File: src/assert_macros.svh
// assertion helpers for the rtl
`ifndef ASSERT_MACROS_SVH
`define ASSERT_MACROS_SVH

// property must hold at every edge outside reset
`define FEPP_ASSERT(lbl, clk, rst, prop) \
   lbl: assert property (@(posedge clk) disable iff (rst) prop) \
      else $error("fepp assertion failed");

// expression must never be true outside reset
`define FEPP_NEVER(lbl, clk, rst, expr) \
   `FEPP_ASSERT(lbl, clk, rst, !(expr))

`endif

File: src/fepp_pkg.sv
package fepp_pkg;

   localparam int DEPTH      = 64;
   localparam int IDX_W      = $clog2(DEPTH);
   localparam int CNT_W      = $clog2(DEPTH + 1);
   localparam int DATA_W     = 32;
   localparam int POS_W      = 6;
   localparam int FIFO_DEPTH = 4;
   localparam int FIFO_PTR_W = $clog2(FIFO_DEPTH);
   localparam int FIFO_CNT_W = $clog2(FIFO_DEPTH + 1);

   // one beat handed from the front to the back, last already resolved
   typedef struct packed {
      logic signed [DATA_W-1:0] value;
      logic                     last;
   } item_type;

endpackage

File: src/fepp_front.sv
module fepp_front
   import fepp_pkg::*;
(
   input  logic                     clock,
   input  logic                     reset,
   input  logic                     req_push,
   output logic                     req_full,
   input  logic signed [DATA_W-1:0] req_value,
   input  logic                     req_is_last,
   output logic                     q_push,
   output item_type                 q_item,
   input  logic                     q_full
);

   logic             valid_ff, valid_in;
   item_type         item_ff, item_in;
   logic [IDX_W-1:0] cnt_ff, cnt_in;
   logic             accept;
   logic             blk_end;

   assign req_full = valid_ff & q_full;
   assign accept   = req_push & ~req_full;
   // a block ends on the marked beat or when the store would be full
   assign blk_end  = req_is_last | (cnt_ff == IDX_W'(DEPTH - 1));

   always_comb begin
      valid_in = accept | (valid_ff & q_full);
      item_in  = item_ff;
      cnt_in   = cnt_ff;
      if (accept) begin
         item_in.value = req_value;
         item_in.last  = blk_end;
         cnt_in        = blk_end ? '0 : cnt_ff + IDX_W'(1);
      end
   end

   always_ff @(posedge clock) begin
      if (reset) begin
         valid_ff <= 1'b0;
         cnt_ff   <= '0;
      end else begin
         valid_ff <= valid_in;
         cnt_ff   <= cnt_in;
      end
      item_ff <= item_in;
   end

   assign q_push = valid_ff & ~q_full;
   assign q_item = item_ff;

endmodule

File: src/fepp_fifo.sv
module fepp_fifo
   import fepp_pkg::*;
(
   input  logic     clock,
   input  logic     reset,
   input  logic     push,
   input  item_type push_item,
   output logic     full,
   input  logic     pop,
   output item_type pop_item,
   output logic     empty
);

   item_type              slot_ff [FIFO_DEPTH];
   logic [FIFO_PTR_W-1:0] wr_ptr_ff, wr_ptr_in;
   logic [FIFO_PTR_W-1:0] rd_ptr_ff, rd_ptr_in;
   logic [FIFO_CNT_W-1:0] cnt_ff, cnt_in;
   logic                  do_push, do_pop;

   assign full    = (cnt_ff == FIFO_CNT_W'(FIFO_DEPTH));
   assign empty   = (cnt_ff == '0);
   assign do_push = push & ~full;
   assign do_pop  = pop & ~empty;

   always_comb begin
      wr_ptr_in = do_push ? wr_ptr_ff + FIFO_PTR_W'(1) : wr_ptr_ff;
      rd_ptr_in = do_pop ? rd_ptr_ff + FIFO_PTR_W'(1) : rd_ptr_ff;
      cnt_in    = cnt_ff;
      if (do_push && !do_pop) begin
         cnt_in = cnt_ff + FIFO_CNT_W'(1);
      end else if (do_pop && !do_push) begin
         cnt_in = cnt_ff - FIFO_CNT_W'(1);
      end
   end

   always_ff @(posedge clock) begin
      if (reset) begin
         wr_ptr_ff <= '0;
         rd_ptr_ff <= '0;
         cnt_ff    <= '0;
      end else begin
         wr_ptr_ff <= wr_ptr_in;
         rd_ptr_ff <= rd_ptr_in;
         cnt_ff    <= cnt_in;
      end
      if (do_push) begin
         slot_ff[wr_ptr_ff] <= push_item;
      end
   end

   assign pop_item = slot_ff[rd_ptr_ff];

endmodule

File: src/fepp_core.sv
`include "assert_macros.svh"

module fepp_core
   import fepp_pkg::*;
(
   input  logic                     clock,
   input  logic                     reset,
   output logic                     q_pop,
   input  item_type                 q_item,
   input  logic                     q_empty,
   output logic                     rsp_empty,
   input  logic                     rsp_pop,
   output logic signed [DATA_W-1:0] rsp_element,
   output logic [POS_W-1:0]         rsp_position,
   output logic [POS_W-1:0]         rsp_pivot_index,
   output logic                     rsp_end_of_block
);

   localparam logic [3:0] S_LOAD    = 4'd0;
   localparam logic [3:0] S_SCAN_RD = 4'd1;
   localparam logic [3:0] S_CMP     = 4'd2;
   localparam logic [3:0] S_SWAP_A  = 4'd3;
   localparam logic [3:0] S_SWAP_B  = 4'd4;
   localparam logic [3:0] S_FIX_A   = 4'd5;
   localparam logic [3:0] S_FIX_B   = 4'd6;
   localparam logic [3:0] S_EMIT_RD = 4'd7;
   localparam logic [3:0] S_EMIT_WR = 4'd8;

   logic [DATA_W-1:0] store [DEPTH];

   logic [3:0]               state_ff, state_in;
   logic [IDX_W-1:0]         load_ff, load_in;
   logic [CNT_W-1:0]         n_ff, n_in;
   logic [CNT_W-1:0]         scan_ff, scan_in;
   logic [CNT_W-1:0]         left_ff, left_in;
   logic [IDX_W-1:0]         k_ff, k_in;
   logic signed [DATA_W-1:0] pv_ff, pv_in;
   logic [DATA_W-1:0]        a_ff, a_in;
   logic [DATA_W-1:0]        rd_ff;

   logic                     out_valid_ff, out_valid_in;
   logic signed [DATA_W-1:0] out_elem_ff, out_elem_in;
   logic [POS_W-1:0]         out_pos_ff, out_pos_in;
   logic [POS_W-1:0]         out_piv_ff, out_piv_in;
   logic                     out_end_ff, out_end_in;

   logic              we, re;
   logic [IDX_W-1:0]  wa, ra;
   logic [DATA_W-1:0] wd;
   logic [CNT_W-1:0]  piv_at;
   logic              out_free;

   assign piv_at   = left_ff - CNT_W'(1);
   assign out_free = ~out_valid_ff | rsp_pop;
   assign q_pop    = (state_ff == S_LOAD) & ~q_empty;

   always_comb begin
      state_in     = state_ff;
      load_in      = load_ff;
      n_in         = n_ff;
      scan_in      = scan_ff;
      left_in      = left_ff;
      k_in         = k_ff;
      pv_in        = pv_ff;
      a_in         = a_ff;
      out_valid_in = out_valid_ff & ~rsp_pop;
      out_elem_in  = out_elem_ff;
      out_pos_in   = out_pos_ff;
      out_piv_in   = out_piv_ff;
      out_end_in   = out_end_ff;
      we           = 1'b0;
      re           = 1'b0;
      wa           = '0;
      ra           = '0;
      wd           = '0;
      case (state_ff)
         S_LOAD: begin
            if (!q_empty) begin
               we = 1'b1;
               wa = load_ff;
               wd = q_item.value;
               if (load_ff == '0) begin
                  pv_in = q_item.value;
               end
               if (q_item.last) begin
                  n_in     = CNT_W'(load_ff) + CNT_W'(1);
                  load_in  = '0;
                  state_in = S_SCAN_RD;
               end else begin
                  load_in = load_ff + IDX_W'(1);
               end
            end
         end
         S_SCAN_RD: begin
            re = 1'b1;
            if (scan_ff == n_ff) begin
               // scan done, fetch the slot that takes the pivot
               ra       = piv_at[IDX_W-1:0];
               state_in = S_FIX_A;
            end else begin
               ra       = scan_ff[IDX_W-1:0];
               state_in = S_CMP;
            end
         end
         S_CMP: begin
            if ($signed(rd_ff) < pv_ff) begin
               a_in     = rd_ff;
               re       = 1'b1;
               ra       = left_ff[IDX_W-1:0];
               state_in = S_SWAP_A;
            end else begin
               scan_in  = scan_ff + CNT_W'(1);
               state_in = S_SCAN_RD;
            end
         end
         S_SWAP_A: begin
            we       = 1'b1;
            wa       = scan_ff[IDX_W-1:0];
            wd       = rd_ff;
            state_in = S_SWAP_B;
         end
         S_SWAP_B: begin
            we       = 1'b1;
            wa       = left_ff[IDX_W-1:0];
            wd       = a_ff;
            left_in  = left_ff + CNT_W'(1);
            scan_in  = scan_ff + CNT_W'(1);
            state_in = S_SCAN_RD;
         end
         S_FIX_A: begin
            we       = 1'b1;
            wa       = '0;
            wd       = rd_ff;
            state_in = S_FIX_B;
         end
         S_FIX_B: begin
            we       = 1'b1;
            wa       = piv_at[IDX_W-1:0];
            wd       = pv_ff;
            k_in     = '0;
            state_in = S_EMIT_RD;
         end
         S_EMIT_RD: begin
            re       = 1'b1;
            ra       = k_ff;
            state_in = S_EMIT_WR;
         end
         S_EMIT_WR: begin
            if (out_free) begin
               out_valid_in = 1'b1;
               out_elem_in  = rd_ff;
               out_pos_in   = POS_W'(k_ff);
               out_piv_in   = POS_W'(piv_at);
               out_end_in   = (CNT_W'(k_ff) + CNT_W'(1) == n_ff);
               if (CNT_W'(k_ff) + CNT_W'(1) == n_ff) begin
                  scan_in  = CNT_W'(1);
                  left_in  = CNT_W'(1);
                  state_in = S_LOAD;
               end else begin
                  k_in     = k_ff + IDX_W'(1);
                  state_in = S_EMIT_RD;
               end
            end
         end
         default: begin
            state_in = S_LOAD;
         end
      endcase
   end

   always_ff @(posedge clock) begin
      if (we) begin
         store[wa] <= wd;
      end
      if (re) begin
         rd_ff <= store[ra];
      end
   end

   always_ff @(posedge clock) begin
      if (reset) begin
         state_ff     <= S_LOAD;
         load_ff      <= '0;
         n_ff         <= CNT_W'(1);
         scan_ff      <= CNT_W'(1);
         left_ff      <= CNT_W'(1);
         k_ff         <= '0;
         out_valid_ff <= 1'b0;
      end else begin
         state_ff     <= state_in;
         load_ff      <= load_in;
         n_ff         <= n_in;
         scan_ff      <= scan_in;
         left_ff      <= left_in;
         k_ff         <= k_in;
         out_valid_ff <= out_valid_in;
      end
      pv_ff       <= pv_in;
      a_ff        <= a_in;
      out_elem_ff <= out_elem_in;
      out_pos_ff  <= out_pos_in;
      out_piv_ff  <= out_piv_in;
      out_end_ff  <= out_end_in;
   end

   assign rsp_empty        = ~out_valid_ff;
   assign rsp_element      = out_elem_ff;
   assign rsp_position     = out_pos_ff;
   assign rsp_pivot_index  = out_piv_ff;
   assign rsp_end_of_block = out_end_ff;

   // left slot can never pass the scan pointer
   `FEPP_ASSERT(a_left_le_scan, clock, reset, (left_ff >= CNT_W'(1)) && (left_ff <= scan_ff))
   // scan stays inside the loaded block
   `FEPP_NEVER(a_scan_in_block, clock, reset, (state_ff != S_LOAD) && (scan_ff > n_ff))
   // block length is never zero nor above the store size
   `FEPP_ASSERT(a_n_range, clock, reset, (n_ff >= CNT_W'(1)) && (n_ff <= CNT_W'(DEPTH)))

endmodule

File: src/first_element_pivot_partition_top.sv
// first-element pivot partition
// input queue: req_push / req_full with req_value (signed 32) and req_is_last.
// a block is the run of beats up to the one marked last, or 64 beats.
// result queue: rsp_empty / rsp_pop; while rsp_empty is low the oldest result
// sits on rsp_element, rsp_position, rsp_pivot_index and rsp_end_of_block.
// a finished block comes out as one result per element, in slot order, with
// the pivot's final slot on every beat and end_of_block on the last.
// input beats pass an input register and a 4-entry queue, then are written to
// a 64-word single-port-write store at one beat per cycle while the core is loading.
// partition scan over the one store: each element is read, then compared with
// the pivot; one moved left also has the left slot read and both slots written.
// the pivot is placed by reading its final slot, writing that value to slot 0
// and the pivot into its final slot.
// emit: per element a store read, then the output register is loaded.
// while a block is scanned or emitted, new beats fill the input queue and
// req_full rises once it and the input register are full.
// a stalled receiver holds the output register and pauses the emit sequence.
// reset clears all control state; the store needs no clearing since only
// slots of the current block are read.
module first_element_pivot_partition_top
   import fepp_pkg::*;
(
   input  logic                     clock,
   input  logic                     reset,
   input  logic                     req_push,
   output logic                     req_full,
   input  logic signed [DATA_W-1:0] req_value,
   input  logic                     req_is_last,
   output logic                     rsp_empty,
   input  logic                     rsp_pop,
   output logic signed [DATA_W-1:0] rsp_element,
   output logic [POS_W-1:0]         rsp_position,
   output logic [POS_W-1:0]         rsp_pivot_index,
   output logic                     rsp_end_of_block
);

   logic     f_push, f_full, f_pop, f_empty;
   item_type f_in_item, f_out_item;

   fepp_front u_front (
      .clock       (clock),
      .reset       (reset),
      .req_push    (req_push),
      .req_full    (req_full),
      .req_value   (req_value),
      .req_is_last (req_is_last),
      .q_push      (f_push),
      .q_item      (f_in_item),
      .q_full      (f_full)
   );

   fepp_fifo u_fifo (
      .clock     (clock),
      .reset     (reset),
      .push      (f_push),
      .push_item (f_in_item),
      .full      (f_full),
      .pop       (f_pop),
      .pop_item  (f_out_item),
      .empty     (f_empty)
   );

   fepp_core u_core (
      .clock            (clock),
      .reset            (reset),
      .q_pop            (f_pop),
      .q_item           (f_out_item),
      .q_empty          (f_empty),
      .rsp_empty        (rsp_empty),
      .rsp_pop          (rsp_pop),
      .rsp_element      (rsp_element),
      .rsp_position     (rsp_position),
      .rsp_pivot_index  (rsp_pivot_index),
      .rsp_end_of_block (rsp_end_of_block)
   );

endmodule

File: config.mk
export PLATFORM = sky130hd
export DESIGN_NAME = first_element_pivot_partition_top
export DESIGN_NICKNAME = d
export VERILOG_FILES = /design/src/fepp_pkg.sv /design/src/fepp_front.sv /design/src/fepp_fifo.sv /design/src/fepp_core.sv /design/src/first_element_pivot_partition_top.sv
export VERILOG_INCLUDE_DIRS = /design/src /design/src/src
export SDC_FILE = /design/constraint.sdc
export NUM_CORES = 2
export LEC_CHECK = 0
export ABC_AREA = 1
export BUFFER_PORTS_ARGS = -buffer_cell sky130_fd_sc_hd__buf_4
export CORE_MARGIN = 3
export CORE_UTILIZATION = 49
export DETAILED_ROUTE_END_ITERATION = 8
export PLACE_DENSITY_LB_ADDON = 0.1
export SLEW_MARGIN = 10
export SYNTH_ARGS = -nofsm -noshare
export SYNTH_HDL_FRONTEND = slang
export SYNTH_HIERARCHICAL = 1
export SYNTH_SLANG_ARGS = --single-unit
export TNS_END_PERCENT = 1
File: constraint.sdc
create_clock -name clock -period 6.9 [get_ports clock]
set_input_delay 0 -clock clock [delete_from_list [all_inputs] [get_ports clock]]
set_output_delay 0 -clock clock [all_outputs]
set_load 0.02 [all_outputs]
# --- Word level (Yosys, flattened, before mapping) ---
# Memory sizes are Yosys's and may differ from the RTL's. A register that Yosys moved wholly into a read port is not among the register bits.
# Index checks and enable logic that the tools add are counted.
op_classes:
  multipliers: 0
  n_div: 0
  add_sub_neg: 12
  bitwise_logic: 15
  reduce_logical: 23
  n_shift: 0
  eq_ne: 18
  mux: 38
  n_lt_le_gt_ge: 1
ops:
  columns: ["operator", "n"]
  rows:
  - ["32-bit case mux with 4 select lines", 1]
  - ["6-bit 2-to-1 mux", 7]
  - ["4-bit case mux with 9 select lines", 1]
  - ["32-bit < comparator", 1]
  - ["32-bit 2-to-1 mux", 1]
  - ["6-bit case mux with 4 select lines", 1]
  - ["7-bit 2-to-1 mux", 3]
  - ["7-bit case mux with 3 select lines", 1]
  - ["6-bit by 1-bit adder with 6-bit output (second input constant)", 3]
  - ["6-bit case mux with 3 select lines", 1]
  - ["4-bit by 3-bit equality test with 1-bit output (second input constant)", 4]
  - ["3-bit AND reduction", 5]
  - ["6-bit by 1-bit adder with 7-bit output (second input constant)", 2]
  - ["7-bit by 1-bit adder with 7-bit output (second input constant)", 2]
  - ["7-bit equality test", 2]
  - ["7-bit case mux with 2 select lines", 1]
  - ["3-bit 2-to-1 mux", 4]
  - ["4-bit 2-to-1 mux", 3]
  - ["6-bit case mux with 2 select lines", 1]
  - ["4-bit by 2-bit equality test with 1-bit output (second input constant)", 2]
  - ["1-bit 2-to-1 mux", 8]
  - ["2-bit inequality test (second input constant)", 4]
  - ["1-bit bitwise AND", 7]
  - ["6-bit equality test (second input constant)", 1]
  - ["other kinds (23)", 41]
word_totals:
  register_bits: 194
  output_inout_bits: 47
  mem_bits_rw: 2180
  latch_bits: 0
  mem_count: 2
  mem_bits_ro: 0
  inputBits: 37
  elab_cells: 129
memory_table:
  columns: ["memory", "words", "word_bits", "rd", "rd_clocked_by_memory_dff", "wr", "line_no", "source"]
  rows:
  - ["u_core.store", 64, 32, 1, 1, 1, "fepp_core.sv:29", "logic [DATA_W-1:0] store [DEPTH];"]
  - ["u_fifo.slot_ff", 4, 33, 1, 1, 1, "fepp_fifo.sv:14", "item_type slot_ff [FIFO_DEPTH];"]

# --- Depth between registers and ports, before layout ---
depth:
  depth_word: 8
  mapped_depth: 26
  ltp_nobuf: 24

# --- Modules after synthesis ---
# The synthesis kept the hierarchy.
modules_own_cells:
  columns: ["mod", "cells_each", "n_inst", "seq_area_each_um2", "area_each_um2"]
  rows:
  - ["fepp_core", 8861, 1, 66473.8, 97830.1]
  - ["fepp_fifo", 389, 1, 4144.0, 5408.9]
  - ["fepp_front", 89, 1, 1131.1, 1386.3]

# --- Least setup slack after synthesis ---
# No wires, ideal clock.
synth_path:
  path_kind: "reg2reg"
  startpoint: "reg u_core.state_ff[0]"
  endpoint: "reg u_core.pv_ff[0] (enable)"
  slack_ns: 2.031
  path_buffers: 1
  period_less_slack_ns: 4.869
  setup_time_ns: 0.502
  required_time_ns: 6.398
  stages_incl_launch_ff: 9
  arrival_time_ns: 4.368
  path_cell_list: "dfxtp_1 > nor2_1 > inv_1 > nor2_1 > inv_1 > nor2_1 > inv_1 > clkbuf_1 > nor4_1"
synth_via:
  elab_chain_cells: 2
synth_lines:
  columns: ["item", "line_no", "source"]
  rows:
  - ["start: declaration", "fepp_core.sv:31", "logic [3:0] state_ff, state_in;"]
  - ["start signal: assignment", "fepp_core.sv:190", "state_ff <= state_in;"]
  - ["4-bit zero test", "fepp_core.sv:76", "case (state_ff)"]
  - ["3-bit AND reduction (no line)", null, null]
  - ["end signal: assignment", "fepp_core.sv:198", "pv_ff <= pv_in;"]
  - ["end: declaration", "fepp_core.sv:37", "logic signed [DATA_W-1:0] pv_ff, pv_in;"]
# No other way between the ends.
# A chain may end at the register's enable or synchronous reset.

# --- Final worst setup path ---
layout_path:
  startpoint: "reg u_core.rd_ff[7] (read register of u_core.store)"
  endpoint: "reg u_core.rd_ff[4] (read register of u_core.store), data pin"
layout_via:
  elab_chain_cells: 3
  word_cells_on_any_way: 5
  classes_between: "order compare: 1; mux: 4"
layout_lines:
  columns: ["item", "line_no", "source"]
  rows:
  - ["start: declaration", "fepp_core.sv:39", "logic [DATA_W-1:0] rd_ff;"]
  - ["32-bit < comparator *", "fepp_core.sv:106", "if ($signed(rd_ff) < pv_ff) begin"]
  - ["6-bit 2-to-1 mux or 1-bit 2-to-1 mux (tied branches)", "fepp_core.sv:106", null]
  - ["6-bit case mux with 3 select lines or 1-bit case mux with 2 select lines (tied branches)", "fepp_core.sv:76", null]
# Every way passes the cells marked *; elsewhere a longest branch is shown, timed or not.

==> report_table.html <==
<table>
<tr><th>Metric</th><th>Value</th></tr>
<tr><th colspan="2">Status</th></tr>
<tr><td>Result of the run</td><td>finished, final reports clean</td></tr>
<tr><th colspan="2">Critical path</th></tr>
<tr><td>Data arrival at the endpoint of the critical path</td><td>about 6.6 ns</td></tr>
<tr><td>Number of cells traversed by the worst register-to-register path</td><td>20</td></tr>
<tr><td>Worst r2r dst</td><td>u_core/rd_ff[4]</td></tr>
<tr><td>Req. time, crit path</td><td>around 7.5 ns</td></tr>
<tr><td>Register-to-Register Setup Slack</td><td>between 0.9 and 1 ns</td></tr>
<tr><td>Critical Setup Path Class</td><td>flop to flop</td></tr>
<tr><td>Startpoint class of the critical path</td><td>flop</td></tr>
<tr><td>Startpoint of the most critical register-to-register path</td><td>u_core/rd_ff[7]</td></tr>
<tr><td>Largest driver fanout on the critical path</td><td>76</td></tr>
<tr><td>Worst setup EP type</td><td>flop</td></tr>
<tr><th colspan="2">Finish</th></tr>
<tr><td>Number of cells in the finished layout apart from fillers</td><td>approximately 12,000</td></tr>
<tr><td>Number of fill cells in the layout</td><td>about 18,000</td></tr>
<tr><td>Area occupied by multi-input gates</td><td>25,600 sq um</td></tr>
<tr><td>Layout cell share with drive strength beyond 1</td><td>7.85%</td></tr>
<tr><td>Final layout net count</td><td>approximately 9,500</td></tr>
<tr><td>Final std cell area, no fill</td><td>118,000 sq um</td></tr>
<tr><td>Area growth from synthesis to final layout</td><td>12.9%</td></tr>
<tr><td>Footprint of the flip-flops and latches</td><td>~72,000 sq um</td></tr>
<tr><td>Final cell utilization of the core</td><td>between 50% and 60%</td></tr>
<tr><th colspan="2">Logic synthesis</th></tr>
<tr><td>Async set-reset flop share out of synthesis</td><td>0%</td></tr>
<tr><td>Count of cell types in the netlist</td><td>46</td></tr>
<tr><td>Number of register bits inferred by synthesis</td><td>roughly 2,400</td></tr>
<tr><td>Number of standard cells after synthesis</td><td>~9,300</td></tr>
<tr><td>Per-instance average area after synthesis</td><td>between 10 and 15 sq um</td></tr>
<tr><td>Top flip-flop cell by instance count after synthesis</td><td>sky130_fd_sc_hd__edfxtp_1</td></tr>
<tr><td>Portion of the post-synthesis area used by sequential elements</td><td>about 69%</td></tr>
<tr><td>Post-synth net total</td><td>around 9,400</td></tr>
<tr><td>Yosys warning total</td><td>6</td></tr>
<tr><td>Netlist Area Pre-Place</td><td>105,000 sq um</td></tr>
<tr><td>EDFF count, synth</td><td>between 2,000 and 2,500</td></tr>
<tr><th colspan="2">Clocking</th></tr>
<tr><td>CTS root buffer</td><td>sky130_fd_sc_hd__clkbuf_16</td></tr>
<tr><td>Clock buffers created by TritonCTS</td><td>around 280</td></tr>
<tr><td>TritonCTS clock tree</td><td>done</td></tr>
<tr><td>Clk sinks</td><td>~2,400</td></tr>
<tr><td>H-Tree Depth</td><td>5</td></tr>
<tr><td>Max Buffers Root-to-Sink</td><td>4</td></tr>
<tr><td>Insertion delay to the later sink of the worst-skew pair</td><td>~0.92 ns</td></tr>
<tr><td>Clock slew at reported path FFs</td><td>~0.06 ns</td></tr>
<tr><th colspan="2">Pwr</th></tr>
<tr><td>Fraction of power consumed by sequential logic</td><td>a little over two fifths</td></tr>
<tr><td>Static Leak</td><td>approximately 0.045 uW</td></tr>
<tr><td>Power density relative to cell area</td><td>around 400 nW/um^2</td></tr>
<tr><td>Share of power burned in combinational logic</td><td>approximately 28%</td></tr>
<tr><td>Switching share of power</td><td>a little over a third</td></tr>
<tr><td>Internal power</td><td>roughly 30,000 uW</td></tr>
<tr><td>Maximum vdd ir drop</td><td>between 400 and 500 uV</td></tr>
<tr><td>Portion of total power attributed to the clock network</td><td>between 20% and 30%</td></tr>
<tr><td>Sw power</td><td>around 17,000 uW</td></tr>
<tr><th colspan="2">Timing</th></tr>
<tr><td>Final setup skew</td><td>around 0.043 ns</td></tr>
<tr><td>Worst max-slew margin expressed relative to the limit</td><td>~18%</td></tr>
<tr><td>Worst slack on hold paths</td><td>0.0492 ns</td></tr>
<tr><td>Max-slew violation count</td><td>0</td></tr>
<tr><td>Final total negative setup slack</td><td>0 ns</td></tr>
<tr><td>Hold violation total from the final report</td><td>0</td></tr>
<tr><td>Unrepaired setup endpoints after global routing</td><td>false</td></tr>
<tr><td>Final worst path period need</td><td>~6.0 ns</td></tr>
<tr><td>Final Cycle Share</td><td>86.6%</td></tr>
<tr><td>Tightest Pin Transition</td><td>1.23 ns</td></tr>
<tr><td>Count of endpoints failing setup in the final report</td><td>0</td></tr>
<tr><td>Upper clock frequency limit</td><td>between 150 and 200 MHz</td></tr>
<tr><th colspan="2">Die</th></tr>
<tr><td>Total number of placement rows</td><td>~170</td></tr>
<tr><td>Effective utilization at floorplan</td><td>between 40% and 50%</td></tr>
<tr><td>Die Ht</td><td>approximately 470 um</td></tr>
<tr><td>X dimension of the die</td><td>468 um</td></tr>
<tr><td>Core region area</td><td>211,000 sq um</td></tr>
<tr><td>Count of boundary I/O pins</td><td>84</td></tr>
<tr><td>Area enclosed by the die boundary</td><td>about 220,000 sq um</td></tr>
<tr><th colspan="2">Global routing</th></tr>
<tr><td>Initial antenna violation count</td><td>15</td></tr>
<tr><td>Wire length of the first global-routing pass</td><td>471,000 um</td></tr>
<tr><td>Number of global-route vias before repair</td><td>slightly below 70,000</td></tr>
<tr><td>Pin count of the biggest net entering global routing</td><td>around 150</td></tr>
<tr><td>Global-route total usage across every layer</td><td>~30%</td></tr>
<tr><td>Remaining global-route overflow</td><td>0</td></tr>
<tr><th colspan="2">Routing</th></tr>
<tr><td>Post-detailed-routing wire length</td><td>roughly 330,000 um</td></tr>
<tr><td>Residual antenna-violating net count after detailed routing</td><td>0</td></tr>
<tr><td>Violation count after the first detailed-routing iteration</td><td>9,527</td></tr>
<tr><td>DRC</td><td>0</td></tr>
<tr><td>Number of iterations in the first detailed-routing pass</td><td>5</td></tr>
<tr><td>Wirelength per Cell</td><td>26.2 um</td></tr>
<tr><td>Drt via density</td><td>around 5.8</td></tr>
<tr><td>Via Count</td><td>~70,000</td></tr>
<tr><th colspan="2">Placed design</th></tr>
<tr><td>Routability-driven placement congestion ratio</td><td>0.870</td></tr>
<tr><td>DP Wirelength</td><td>175,000 um</td></tr>
<tr><td>Number of placed instances with taps included</td><td>~12,000</td></tr>
<tr><td>Number of buffer cells added on primary ports</td><td>83</td></tr>
<tr><td>Post-detailed-placement cell area</td><td>approximately 110,000 sq um</td></tr>
<tr><th colspan="2">Min path</th></tr>
<tr><td>Hold_sp</td><td>reset</td></tr>
<tr><td>WHS Path Cells</td><td>3</td></tr>
<tr><td>Class of the worst hold path</td><td>input pin to flop</td></tr>
<tr><td>Endpoint of the worst hold path</td><td>u_fifo/cnt_ff[0]</td></tr>
<tr><th colspan="2">Run</th></tr>
<tr><td>Max Cap Violations</td><td>0</td></tr>
</table>
[per-layer routing]
layer | track usage [%] | wire length [um] | vias up
met4 | 11.3 | 13100 | 2
met2 | 46.1 | 150000 | 3501
met5 | 0 | 13 | -
met1 | 41.3 | 133000 | 35500
li1 | - | - | 32200
met3 | 4.68 | 29600 | 631
[kinds of logic after synthesis]
group                    Yosys count  synth area share [%]
AND/OR/NAND/NOR                 4569                  21.6
adder cells (fa/ha/maj)           44                 0.533
AO/OA/AOI/OAI                    236                  1.36
flip-flops                      2407                  68.6
buffers and inverters           2060                  7.77
XOR/XNOR                          23                 0.193
[synthesized netlist by cell type (42+ instances only)]
| cell | instances | area share, % |
|---|---|---|
| sky130_fd_sc_hd__edfxtp_1 | 2354 | 68 |
| sky130_fd_sc_hd__nand3_1 | 2195 | 10 |
| sky130_fd_sc_hd__inv_1 | 1478 | 5.3 |
| sky130_fd_sc_hd__nand2_1 | 1421 | 5.1 |
| sky130_fd_sc_hd__nand3b_1 | 679 | 4.9 |
| sky130_fd_sc_hd__clkbuf_1 | 253 | 0.91 |
| sky130_fd_sc_hd__nor2_1 | 227 | 0.81 |
| sky130_fd_sc_hd__buf_2 | 217 | 1.0 |
| sky130_fd_sc_hd__buf_1 | 81 | 0.29 |
| sky130_fd_sc_hd__o21ai_0 | 72 | 0.34 |
| sky130_fd_sc_hd__dfxtp_1 | 53 | 1.0 |
| sky130_fd_sc_hd__ha_1 | 43 | 0.51 |
| sky130_fd_sc_hd__a21oi_1 | 42 | 0.20 |
[power groups by stage]
| stage | logic [uW] | registers (uW) | clock network (uW) |
|---|---|---|---|
| after floorplan | 7690 | 20300 | 0 |
| after global placement | 13000 | 20300 | 0 |
| after detailed placement | 13200 | 20300 | 0 |
| after CTS | 13300 | 20000 | 13700 |
| after global routing | 14500 | 20100 | 14300 |
| final | 13400 | 20100 | 13500 |
[critical path, cell delays in order, from the launching register on]
cell	delay, ns
sky130_fd_sc_hd__edfxtp_1	0.81
sky130_fd_sc_hd__ha_1	0.38
sky130_fd_sc_hd__a21oi_1	0.16
sky130_fd_sc_hd__o21a_1	0.13
sky130_fd_sc_hd__nand2_1	0.09
sky130_fd_sc_hd__nand2_1	0.07
sky130_fd_sc_hd__nand2_1	0.08
sky130_fd_sc_hd__nand2_1	0.09
sky130_fd_sc_hd__nand2_1	0.05
sky130_fd_sc_hd__nand2_1	0.10
sky130_fd_sc_hd__nand4_1	0.76
sky130_fd_sc_hd__nand2_8	0.67
sky130_fd_sc_hd__buf_12	0.43
sky130_fd_sc_hd__buf_12	0.33
sky130_fd_sc_hd__nand2_1	0.09
sky130_fd_sc_hd__nand3_1	0.10
sky130_fd_sc_hd__nand3_1	0.09
sky130_fd_sc_hd__nand3_1	0.27
sky130_fd_sc_hd__nand3_1	0.15
sky130_fd_sc_hd__nand3_1	0.51
sky130_fd_sc_hd__nand2_1	0.11
[registers in the layout (all words and copies together), names as in the netlist, 7 cells and up, named ones only]
register,count
u_core/store,2048
u_core/n_ff,7
u_core/pv_ff,32
u_core/rd_ff,32
u_core/rsp_element,32
u_core/a_ff,32
u_fifo/slot_ff,132
u_front/q_item,33
u_core/scan_ff,7
[how the worst max path moves through the flow]
stage	slack, ns	start	end	cells after the start
after floorplan	2.03	u_core/state_ff[0]	u_core/pv_ff[0]	8
after global placement	1.08	u_core/rd_ff[7]	u_core/rd_ff[6]	20
after detailed placement	1.09	u_core/rd_ff[7]	u_core/rd_ff[6]	20
after CTS	1.07	u_core/rd_ff[7]	u_core/rd_ff[6]	20
after global routing	0.79	u_core/rd_ff[7]	u_core/rd_ff[5]	20
final	0.92	u_core/rd_ff[7]	u_core/rd_ff[4]	20
[cell type report]
type	count	share of cell area [%]
flip-flops and latches	2407	60.8
clock inverters	104	0.594
multi-input cells	4872	21.7
repair buffers	378	2.94
well taps	2805	2.97
clock buffers	360	6.31
diodes	9	0.0191
inverters	1484	4.74
[repair_timing]
item,4_1_cts,5_1_grt
hold buffers,74,0
resized for setup,0,0
hold endpoints to repair,109,0
buffers inserted,0,0
[cells in the final DEF (no fill, tap or decap), drive strengths merged, types with 74 or more instances in the layout]
cell type / count
edfxtp: 2354
nand3: 2196
inv: 1489
nand2: 1426
nand3b: 679
clkbuf: 360
buf: 304
nor2: 229
o21ai: 91
clkinv: 89
dlygate4sd3: 74
[through the flow]
stage,worst slack (ns),total power [uW]
after floorplan,2.03,28000
after global placement,1.08,33400
after detailed placement,1.09,33500
after CTS,1.07,47000
after global routing,0.789,48800
final,0.922,47000
No activity file was read; power rests on OpenSTA's default activity.
